File: src/sv/drrt_pkg.sv
package drrt_pkg;

	localparam int DEF_RING_SIZE  = 256;
	localparam int DEF_READ_LIMIT = 64;

	localparam int CMD_W   = 3;
	localparam int CNT_W   = 16;
	localparam int TOT_W   = 32;
	localparam int AVAIL_W = 9;
	localparam int START_W = 8;
	localparam int GCNT_W  = 7;

	typedef enum logic [CMD_W-1:0] {
		CMD_OBSERVE = 3'd0,
		CMD_GRANT   = 3'd1,
		CMD_COMMIT  = 3'd2,
		CMD_FLUSH   = 3'd3,
		CMD_STOP    = 3'd4,
		CMD_RESTART = 3'd5
	} cmd_code_t;

	typedef enum logic [2:0] {
		S_IDLE,
		S_OBS,
		S_CHK,
		S_ACT,
		S_FIN,
		S_OUT
	} drrt_state_t;

	// One strobe per datapath step, issued by the controller.
	typedef struct packed {
		logic capture;
		logic observe;
		logic check;
		logic act;
		logic finish;
	} drrt_ctl_t;

endpackage

File: src/sv/drrt_ctrl.sv
module drrt_ctrl (
	input  logic                clk,
	input  logic                arst_n,
	input  logic                start,
	output logic                busy,
	output logic                done,
	output drrt_pkg::drrt_ctl_t ctl
);
	import drrt_pkg::*;

	drrt_state_t state_q;
	drrt_state_t state_d;
	logic        accept;

	// The result cycle is also free to take the next item.
	assign busy   = !(state_q == S_IDLE || state_q == S_OUT);
	assign accept = start && !busy;

	always_ff @(posedge clk or negedge arst_n) begin
		if (!arst_n) begin
			state_q <= S_IDLE;
		end else begin
			state_q <= state_d;
		end
	end

	always_comb begin
		state_d = state_q;
		unique case (state_q)
			S_IDLE: begin
				if (accept) begin
					state_d = S_OBS;
				end
			end
			S_OBS: state_d = S_CHK;
			S_CHK: state_d = S_ACT;
			S_ACT: state_d = S_FIN;
			S_FIN: state_d = S_OUT;
			S_OUT: begin
				state_d = accept ? S_OBS : S_IDLE;
			end
			default: state_d = S_IDLE;
		endcase
	end

	always_comb begin
		ctl         = '0;
		ctl.capture = accept;
		done        = 1'b0;
		unique case (state_q)
			S_OBS:   ctl.observe = 1'b1;
			S_CHK:   ctl.check   = 1'b1;
			S_ACT:   ctl.act     = 1'b1;
			S_FIN:   ctl.finish  = 1'b1;
			S_OUT:   done        = 1'b1;
			default: ;
		endcase
	end

	a_accept_goes_obs: assert property (@(posedge clk) disable iff (!arst_n)
		accept |=> state_q == S_OBS)
		else $error("accepted item did not enter observation step");

	a_done_after_fin: assert property (@(posedge clk) disable iff (!arst_n)
		done |-> $past(ctl.finish))
		else $error("result strobe without finish step");

	a_one_step: assert property (@(posedge clk) disable iff (!arst_n)
		$onehot0({ctl.observe, ctl.check, ctl.act, ctl.finish, done}))
		else $error("more than one step active");

endmodule

File: src/sv/drrt_dp.sv
module drrt_dp #(
	parameter int RING_SIZE  = drrt_pkg::DEF_RING_SIZE,
	parameter int READ_LIMIT = drrt_pkg::DEF_READ_LIMIT
) (
	input  logic                         clk,
	input  logic                         arst_n,
	input  drrt_pkg::drrt_ctl_t          ctl,
	input  logic [drrt_pkg::CMD_W-1:0]   command,
	input  logic                         dma_error,
	input  logic                         half_mark,
	input  logic                         full_mark,
	input  logic [drrt_pkg::CNT_W-1:0]   remaining,
	input  logic                         line_error,
	input  logic [drrt_pkg::CNT_W-1:0]   read_max,
	output logic [drrt_pkg::AVAIL_W-1:0] available,
	output logic [drrt_pkg::START_W-1:0] grant_start,
	output logic [drrt_pkg::GCNT_W-1:0]  grant_count,
	output logic                         faulted,
	output logic [drrt_pkg::TOT_W-1:0]   error_total,
	output logic [drrt_pkg::TOT_W-1:0]   overflow_total
);
	import drrt_pkg::*;

	localparam int RW = $clog2(RING_SIZE);
	localparam int PW = $clog2(READ_LIMIT + 1);
	localparam logic [CNT_W-1:0] RING_MASK = CNT_W'(RING_SIZE - 1);
	localparam logic [CNT_W:0]   RING_EXT  = (CNT_W + 1)'(RING_SIZE);
	localparam logic [CNT_W-1:0] LIMIT     = CNT_W'(READ_LIMIT);

	// Captured item.
	cmd_code_t        cmd_q;
	logic             dma_err_q;
	logic             half_q;
	logic             full_q;
	logic [CNT_W-1:0] rem_q;
	logic             line_q;
	logic [CNT_W-1:0] req_q;

	// Tracker state.
	logic [CNT_W-1:0] wc_q;
	logic [CNT_W-1:0] rc_q;
	logic [RW-1:0]    last_q;
	logic             fault_q;
	logic             recv_q;
	logic [TOT_W-1:0] err_q;
	logic [TOT_W-1:0] ovf_q;
	logic [PW-1:0]    pend_q;

	// Result.
	logic [AVAIL_W-1:0] avail_q;
	logic [START_W-1:0] gstart_q;
	logic [GCNT_W-1:0]  gcount_q;

	logic             obs_en;
	logic [CNT_W-1:0] pos16;
	logic [RW-1:0]    delta;
	logic [CNT_W-1:0] fill;
	logic [CNT_W-1:0] req_cl;
	logic [CNT_W-1:0] grant_n;
	logic [CNT_W-1:0] commit_n;
	logic [CNT_W-1:0] start16;
	logic             rem_bad;

	assign obs_en   = (cmd_q inside {CMD_OBSERVE, CMD_GRANT, CMD_COMMIT, CMD_FLUSH})
		&& recv_q && !fault_q;
	assign pos16    = (CNT_W'(RING_SIZE) - rem_q) & RING_MASK;
	assign delta    = pos16[RW-1:0] - last_q;
	assign fill     = wc_q - rc_q;
	assign rem_bad  = {1'b0, rem_q} > RING_EXT;
	assign req_cl   = (req_q > LIMIT) ? LIMIT : req_q;
	assign grant_n  = fault_q ? '0 : ((fill < req_cl) ? fill : req_cl);
	assign commit_n = fault_q ? '0 : CNT_W'(pend_q);
	assign start16  = rc_q & RING_MASK;

	always_ff @(posedge clk) begin
		if (ctl.capture) begin
			cmd_q     <= cmd_code_t'(command);
			dma_err_q <= dma_error;
			half_q    <= half_mark;
			full_q    <= full_mark;
			rem_q     <= remaining;
			line_q    <= line_error;
			req_q     <= read_max;
		end
		if (ctl.act) begin
			case (cmd_q)
				CMD_GRANT: begin
					gstart_q <= start16[START_W-1:0];
					gcount_q <= grant_n[GCNT_W-1:0];
				end
				CMD_COMMIT: begin
					gstart_q <= start16[START_W-1:0];
					gcount_q <= commit_n[GCNT_W-1:0];
				end
				default: begin
					gstart_q <= '0;
					gcount_q <= '0;
				end
			endcase
		end
		if (ctl.finish) begin
			avail_q <= fault_q ? '0 : fill[AVAIL_W-1:0];
		end
	end

	always_ff @(posedge clk or negedge arst_n) begin
		if (!arst_n) begin
			wc_q    <= '0;
			rc_q    <= '0;
			last_q  <= '0;
			fault_q <= 1'b0;
			recv_q  <= 1'b0;
			err_q   <= '0;
			ovf_q   <= '0;
			pend_q  <= '0;
		end else begin
			if (ctl.observe) begin
				if (cmd_q == CMD_OBSERVE && line_q) begin
					// A line error latches even while stopped.
					if (!fault_q) begin
						err_q <= err_q + 1'b1;
					end
					fault_q <= 1'b1;
				end else if (obs_en) begin
					if (dma_err_q || rem_bad) begin
						err_q   <= err_q + 1'b1;
						fault_q <= 1'b1;
					end else if (half_q && full_q) begin
						err_q   <= err_q + 1'b1;
						ovf_q   <= ovf_q + 1'b1;
						fault_q <= 1'b1;
					end else begin
						wc_q   <= wc_q + CNT_W'(delta);
						last_q <= pos16[RW-1:0];
					end
				end
			end
			if (ctl.check && obs_en && ({1'b0, fill} >= RING_EXT)) begin
				err_q   <= err_q + 1'b1;
				ovf_q   <= ovf_q + 1'b1;
				fault_q <= 1'b1;
			end
			if (ctl.act) begin
				case (cmd_q)
					CMD_GRANT: pend_q <= grant_n[PW-1:0];
					CMD_COMMIT: begin
						rc_q   <= rc_q + commit_n;
						pend_q <= '0;
					end
					CMD_FLUSH: begin
						rc_q   <= wc_q;
						pend_q <= '0;
					end
					CMD_STOP: begin
						recv_q <= 1'b0;
						wc_q   <= '0;
						rc_q   <= '0;
						last_q <= '0;
						pend_q <= '0;
					end
					CMD_RESTART: begin
						recv_q  <= 1'b1;
						fault_q <= 1'b0;
						wc_q    <= '0;
						rc_q    <= '0;
						last_q  <= '0;
						pend_q  <= '0;
					end
					default: ;
				endcase
			end
		end
	end

	assign available      = avail_q;
	assign grant_start    = gstart_q;
	assign grant_count    = gcount_q;
	assign faulted        = fault_q;
	assign error_total    = err_q;
	assign overflow_total = ovf_q;

	a_fault_counts: assert property (@(posedge clk) disable iff (!arst_n)
		$rose(fault_q) |-> err_q == $past(err_q) + 1'b1)
		else $error("fault latched without counting an error");

	a_ovf_with_err: assert property (@(posedge clk) disable iff (!arst_n)
		!$stable(ovf_q) |-> !$stable(err_q))
		else $error("overflow counted without an error");

	a_pend_limit: assert property (@(posedge clk) disable iff (!arst_n)
		CNT_W'(pend_q) <= LIMIT)
		else $error("pending grant above read limit");

	a_fault_avail: assert property (@(posedge clk) disable iff (!arst_n)
		ctl.finish && fault_q |=> avail_q == '0)
		else $error("nonzero availability while faulted");

endmodule

File: src/sv/dma_rx_ring_tracker_unit.sv
// Channel  | Ports                                              | Handshake
// ---------+----------------------------------------------------+------------------------------
// item in  | command dma_error half_mark full_mark remaining    | taken when start && !busy
//          | line_error read_max                                |
// result   | available grant_start grant_count faulted          | shown one cycle with done
//          | error_total overflow_total                         |
//
// Each item walks through the observation update, the overflow check, the command action
// and the fill calculation, then a result cycle marked by done.
// The controller walks the datapath one step a cycle.
// busy is low in the result cycle, so the next item may be taken at the edge ending it.
// Reset (arst_n low) clears all counts, the fault latch and the receiving flag.
// The receiver cannot stall: a result is valid only in the cycle done is high.
module dma_rx_ring_tracker_unit #(
	parameter int RING_SIZE  = drrt_pkg::DEF_RING_SIZE,
	parameter int READ_LIMIT = drrt_pkg::DEF_READ_LIMIT
) (
	input  logic                         clk,
	input  logic                         arst_n,
	input  logic                         start,
	output logic                         busy,
	input  logic [drrt_pkg::CMD_W-1:0]   command,
	input  logic                         dma_error,
	input  logic                         half_mark,
	input  logic                         full_mark,
	input  logic [drrt_pkg::CNT_W-1:0]   remaining,
	input  logic                         line_error,
	input  logic [drrt_pkg::CNT_W-1:0]   read_max,
	output logic                         done,
	output logic [drrt_pkg::AVAIL_W-1:0] available,
	output logic [drrt_pkg::START_W-1:0] grant_start,
	output logic [drrt_pkg::GCNT_W-1:0]  grant_count,
	output logic                         faulted,
	output logic [drrt_pkg::TOT_W-1:0]   error_total,
	output logic [drrt_pkg::TOT_W-1:0]   overflow_total
);
	import drrt_pkg::*;

	// The controller only sequences; every count and latch lives in the datapath.
	drrt_ctl_t ctl;

	drrt_ctrl u_ctrl (
		.clk    (clk),
		.arst_n (arst_n),
		.start  (start),
		.busy   (busy),
		.done   (done),
		.ctl    (ctl)
	);

	// The datapath captures the item on the accept edge, advances the write count from
	// the DMA remaining count, latches faults (counting only the first one), and then
	// applies the grant, commit, flush, stop or restart action.
	drrt_dp #(
		.RING_SIZE  (RING_SIZE),
		.READ_LIMIT (READ_LIMIT)
	) u_dp (
		.clk            (clk),
		.arst_n         (arst_n),
		.ctl            (ctl),
		.command        (command),
		.dma_error      (dma_error),
		.half_mark      (half_mark),
		.full_mark      (full_mark),
		.remaining      (remaining),
		.line_error     (line_error),
		.read_max       (read_max),
		.available      (available),
		.grant_start    (grant_start),
		.grant_count    (grant_count),
		.faulted        (faulted),
		.error_total    (error_total),
		.overflow_total (overflow_total)
	);

endmodule
File: config.mk
export PLATFORM = sky130hd
export DESIGN_NAME = dma_rx_ring_tracker_unit
export DESIGN_NICKNAME = d
export VERILOG_FILES = /design/src/sv/drrt_pkg.sv /design/src/sv/drrt_ctrl.sv /design/src/sv/drrt_dp.sv /design/src/sv/dma_rx_ring_tracker_unit.sv
export SDC_FILE = /design/constraint.sdc
export NUM_CORES = 1
export LEC_CHECK = 0
export ABC_AREA = 1
export BUFFER_PORTS_ARGS = -buffer_cell sky130_fd_sc_hd__buf_4
export CORE_ASPECT_RATIO = 1.75
export CORE_MARGIN = 5
export CORE_UTILIZATION = 45
export CTS_CLUSTER_DIAMETER = 200
export DETAILED_ROUTE_END_ITERATION = 8
export HOLD_SLACK_MARGIN = 0.06
export SLEW_MARGIN = 25
export SYNTH_ARGS = -nofsm -noshare
export SYNTH_HDL_FRONTEND = slang
export SYNTH_SLANG_ARGS = --single-unit
File: constraint.sdc
create_clock -name clk -period 4.3 [get_ports clk]
set_clock_uncertainty 0.1 [all_clocks]
set_input_delay 0.43 -clock clk [delete_from_list [all_inputs] [get_ports clk]]
set_output_delay 0.43 -clock clk [all_outputs]
set_load 0.01 [all_outputs]
[Yosys cells after proc, flatten, opt, wreduce, memory -nomap -nowiden]
Cells that the tools add are included.
Storage, ports and cells
  flip-flop bits (word level): 179
  output and inout port bits: 91
Cells by class
  equality and inequality tests: 14
  muxes and demuxes: 51
  add/subtract/negate cells: 7
  reductions and logical operators: 30
  order comparisons: 4
Operators with widths (count)
  32-bit two-way mux: 13
  16-bit two-way mux: 8
  32-bit by 1-bit adder with 32-bit output (second input constant): 2
  8-bit two-way mux: 7
  16-bit case mux with 3 select lines: 1
  7-bit case mux with 2 select lines: 2
  7-bit two-way mux: 3
  3-bit case mux with 6 select lines: 1
  16-bit adder: 1
  16-bit by 8-bit adder with 16-bit output: 1
  16-bit by 9-bit >= comparator with 1-bit output (second input constant): 1
  16-bit by 7-bit greater-than comparator with 1-bit output (second input constant): 1
  16-bit by 9-bit greater-than comparator with 1-bit output (second input constant): 1
  16-bit < comparator: 1
  16-bit subtractor: 1
  1-bit two-way mux: 14
  3-bit by 2-bit equality test with 1-bit output (second input constant): 4
  3-bit equality test (second input constant): 4
  2-bit nonzero test: 5
  4-bit nonzero test: 2
  1-bit by 8-bit subtractor with 8-bit output (first input constant): 1
  8-bit subtractor: 1
  1-bit logical AND: 7
  3-bit by 1-bit equality test with 1-bit output (second input constant): 2
  14 further kinds: 22

[Longest topological paths before layout]
  word-level depth: 10
  mapped depth: 23
  depth with buffers taken out: 23

[By module]
Synthesis repeated with hierarchy kept, for this count alone.
Unflattened totals
  cells, all modules: 1442
  area total of the unflattened synthesis: 11282.1 µm²
By module, submodules not included
  drrt_dp: instances 1, seq. area each 4719.5 µm², area each 11080.6 µm², cells an instance 1412
  drrt_ctrl: instances 1, seq. area each 75.1 µm², area each 201.4 µm², cells an instance 30

[Least setup slack after synthesis]
Ideal clock, no wire load.
  kind: reg-to-reg
  start: register u_dp.rem_q[0]
  end: register u_dp.wc_q[11]
  data arrival time: 3.193 ns
  path slack: 0.883 ns
  cell stages (with the launch flop): 19
  path buffers: 0
  period minus slack after synthesis: 3.417 ns
  setup time: 0.123 ns
  cells stage by stage: edfxtp_1 > nor3_1 > xor2_1 > inv_1 > ha_1 > nand2_1 > o21ai_0 > xor2_1 > inv_1 > ha_1 > nand2_1 > o21ai_0 > nor2_1 > o21ai_0 > a21oi_1 > nor2_1 > nand4_1 > o21ai_0 > a21oi_1
On the way
  longest elaborated chain between the ends: 10
  elaborated cells on any way between the ends: 12
Ends and longest elaborated chain
  from (decl): RTL line drrt_dp.sv:35  | logic [CNT_W-1:0] rem_q;
  from (signal assigned): RTL line drrt_dp.sv:81  | rem_q <= remaining;
  1-bit by 8-bit subtractor with 8-bit output: RTL line drrt_dp.sv:66  | assign pos16 = (CNT_W'(RING_SIZE) - rem_q) & RING_MASK;
  8-bit subtractor: RTL line drrt_dp.sv:67  | assign delta = pos16[RW-1:0] - last_q;
  16-bit by 8-bit adder with 16-bit output: RTL line drrt_dp.sv:133  | wc_q <= wc_q + CNT_W'(delta);
  16-bit two-way mux: RTL line drrt_dp.sv:128  | end else if (half_q && full_q) begin
  16-bit two-way mux *: RTL line drrt_dp.sv:125  | if (dma_err_q || rem_bad) begin
  16-bit two-way mux *: RTL line drrt_dp.sv:124  | end else if (obs_en) begin
  16-bit two-way mux *: RTL line drrt_dp.sv:118  | if (cmd_q == CMD_OBSERVE && line_q) begin
  16-bit two-way mux *: RTL line drrt_dp.sv:117  | if (ctl.observe) begin
  16-bit two-way mux: RTL line drrt_dp.sv:144  | case (cmd_q)
  16-bit two-way mux *: RTL line drrt_dp.sv:143  | if (ctl.act) begin
  to (signal assigned): RTL line drrt_dp.sv:133
  to (decl): RTL line drrt_dp.sv:40  | logic [CNT_W-1:0] wc_q;
Every way passes the cells marked *; elsewhere a longest branch is shown, timed or not.
A chain may end at the register's enable or synchronous reset.

[Worst setup path in the final report]
Same ends and word-level chain as after synthesis.

==> impl_metrics.env <==
export IMPL_postSynthAreaPerCell_um2=7.93
export IMPL_slew_headroom_pct=33.1
export IMPL_fin_setup_tns_ns=0
export IMPL_grt_use_met2_pct=41.2
export IMPL_dr_total_vias=9903
export IMPL_clockBufferDepth=2
export IMPL_die_h_um=218
export IMPL_finalCriticalPeriod_ns=3.83
export IMPL_max_stage_delay_ns=0.39
export IMPL_insertion_delay_ns=0.45
export IMPL_setup_viol=0
export IMPL_use_met3_pct=3.28
export IMPL_wl_per_cell_um=15.7
export IMPL_initial_utilization_pct=45.5
export IMPL_critical_path_endpoint="u_dp.wc_q[11]"
export IMPL_ff2ff_setup_slack_ns=0.47
export IMPL_status="finished clean"
export IMPL_rsz0062_at_grt="false"
export IMPL_clkTransAtPathRegs_ns=0.07
export IMPL_area_growth_pct=21.0
export IMPL_grt_max_degree=61
export IMPL_nFillCells=2387
export IMPL_rows=76
export IMPL_cp_startpoint="u_dp.rem_q[0]"
export IMPL_grt_pass1_vias=9998
export IMPL_top_usage_layer="met2"
export IMPL_startpoint_type="register"
export IMPL_gp_congestion=0.902
export IMPL_cts_buffers=17
export IMPL_syn_inst=1408
export IMPL_synthesis_area_mm2=0.0112
export IMPL_grt_antenna_before_repair=0
export IMPL_hp_class="in2reg"
export IMPL_cts_sinks=179
export IMPL_synth_seq_area_share_pct=43.0
export IMPL_synth_area_leaders="dfrtp_1 26%, edfxtp_1 17%, nand2_1 12%"
export IMPL_hold_violations=0
export IMPL_ant_nets=0
export IMPL_async_flop_share_pct=64.8
export IMPL_path_class="reg2reg"
export IMPL_r2r_cells=18
export IMPL_nNetsFinal=1696
export IMPL_routed_wl_mm=30.1
export IMPL_fp_dieW_um=129
export IMPL_instances_no_fill=1915
export IMPL_grt_pass1_wl_mm=48.8
export IMPL_finalPower_uw=6350
export IMPL_critPathCaptureType="register"
export IMPL_place_hpwl_mm=23.0
export IMPL_grt_overflow=0
export IMPL_grt_use_total_pct=21.9
export IMPL_drt_iter0_markers=442
export IMPL_fin_crit_sh_pct=89.1
export IMPL_yosysMostFrequentCell="nand2_1"
export IMPL_core_mm2=0.0245
export IMPL_ys_warn_count=0
export IMPL_cp_max_fo=6
export IMPL_port_buffers=132
export IMPL_cp_required_ns=4.54
export IMPL_synth_edff_count=63
export IMPL_cts_tree="yes"
export IMPL_io_pins=133
export IMPL_p_per_area_mw_per_mm2=470
export IMPL_cp_arrival_ns=4.07
export IMPL_synth_area_leader_cell="dfrtp_1"
export IMPL_avgViaCountPerCell=5.17
export IMPL_dieArea_mm2=0.0282
export IMPL_firstDrtPassIters=5
export IMPL_drc=0
export IMPL_synth_common_cells="370 x nand2_1, 170 x inv_1, 128 x nor2_1"
export IMPL_placed_cells=1842
export IMPL_vdd_ir_drop_worst_uv=339
export IMPL_yosysUniqueCellTypes=43
export IMPL_slowest_stage="edfxtp_1"
export IMPL_maxCapViolCount=0
export IMPL_diodes=0
export IMPL_synth_ff_type="dfrtp_1"
export IMPL_synth_top_cell_area_share_pct=26.0
export IMPL_crit_path_cell_trace="nor3_1 > xor2_1 > inv_1 > ha_1 > nand2_1 > o21ai_0 > xor2_1 > inv_1 > ha_1 > nand2_1 > nor3_1 > nor2_1 > o21ai_0 > a21oi_1 > nor2_2 > nand4_1 > o21ai_0 > a21oi_1"
export IMPL_timing_rr_end="u_dp.wc_q[11]"
export IMPL_r2r_start="u_dp.rem_q[0]"
export IMPL_max_freq_mhz=261
export IMPL_drv_slew=0
export IMPL_leakage_uw=0.00667
export IMPL_cp_common_cell="o21ai_0"
export IMPL_synth_seq_cells=179
export IMPL_max_slew_worst_pin_slew_ns=0.999
export IMPL_cts_root_buffer="clkbuf_16"
export IMPL_h_tree_depth=4
export IMPL_met1_usage_pct=23.8
export IMPL_drive_gt1_share_pct=12.5
-- power by group --
group | internal (uW) | switching, uW
logic | 923 | 1550
clock network | 808 | 732
registers | 2120 | 204
-- metal layers --
layer	wire length [um]	vias up
met5	0	-
met4	1030	0
met3	954	63
met2	16400	207
met1	11700	4631
li1	-	5002
-- cells by family (layout without fill, tap and decap cells) --
family / Yosys count / in the layout / share of synthesized area, %
other cells: 1 / 9 / 0.0336
compound gates: 169 / 169 / 8.60
flops: 179 / 179 / 43.0
buf+inv: 203 / 390 / 7.16
xor+xnor: 84 / 84 / 6.59
fa+ha+maj: 64 / 64 / 7.44
simple gates: 708 / 708 / 27.2
-- placed cells by master, fill, tap and decap left out, types with 40 or more instances in the layout --
master         count
ha_1              60
nand2_1          370
edfxtp_1          63
xor2_1            68
a21oi_1           76
nand3_1           97
nor2_1           126
dfrtp_1          116
inv_1            170
nor3_1            44
dlygate4sd3_1     40
buf_4            142
-- cell type report --
cell class                 count  area, um2  area share [%]
clock buffer                  19        433            3.21
clock inverter                13        125           0.927
inverter                     175        657            4.86
multi-input combinational   1034       5620            41.6
sequential                   179       4790            35.5
tap                          312        390            2.89
timing repair buffer         183       1490            11.0
-- stage by stage --
step	hold WS, ns	setup slack (ns)	cell area [um2]	util (%)
final	0.289	0.469	13500	55.0
after global routing	0.328	0.0536	13500	55.0
after CTS	0.274	0.351	13500	54.9
after detailed placement	0.366	0.358	12500	51.0
after global placement	0.358	0.497	12500	51.0
after floorplan	0.0344	0.883	11200	-
-- state kept, by name (all words and copies together) (netlist names), 3 cells and up --
signal / flops
u_ctrl.state_q: 3
u_dp.available: 9
u_dp.cmd_q: 3
u_dp.error_total: 32
u_dp.grant_count: 7
u_dp.grant_start: 8
u_dp.last_q: 8
u_dp.overflow_total: 32
u_dp.pend_q: 7
u_dp.rc_q: 16
u_dp.rem_q: 16
u_dp.req_q: 16
u_dp.wc_q: 16
-- worst max-delay path, delay by kind of cell, from the launching register on --
kind / cells / cell delay, ns
AND/OR/NAND/NOR: 7 / 1.08
AO/OA/AOI/OAI: 5 / 0.93
adder cells (fa/ha/maj): 2 / 0.67
XOR/XNOR: 2 / 0.43
flip-flops: 1 / 0.39
buffers and inverters: 2 / 0.13
-- repair_timing --
action                                  CTS  global route
hold endpoints to repair                 97             0
hold buffers                             40             0
gates resized for setup                   0             1
buffers inserted                          0             0
endpoints found under the setup margin    0             3
-- worst min path at each step --
stage                   start                 to  slack, ns  depth (start not counted)
2_1_floorplan          arst_n  u_ctrl.state_q[0]       0.03                          0
3_3_place_gp      u_dp.recv_q        u_dp.recv_q       0.36                          2
3_5_place_dp   u_dp.pend_q[0]     u_dp.pend_q[0]       0.37                          2
4_1_cts                 start  u_ctrl.state_q[0]       0.27                          5
5_1_grt                 start  u_ctrl.state_q[0]       0.33                          5
6_report                start  u_ctrl.state_q[0]       0.29                          5
No activity file was read; power rests on OpenSTA's default activity.
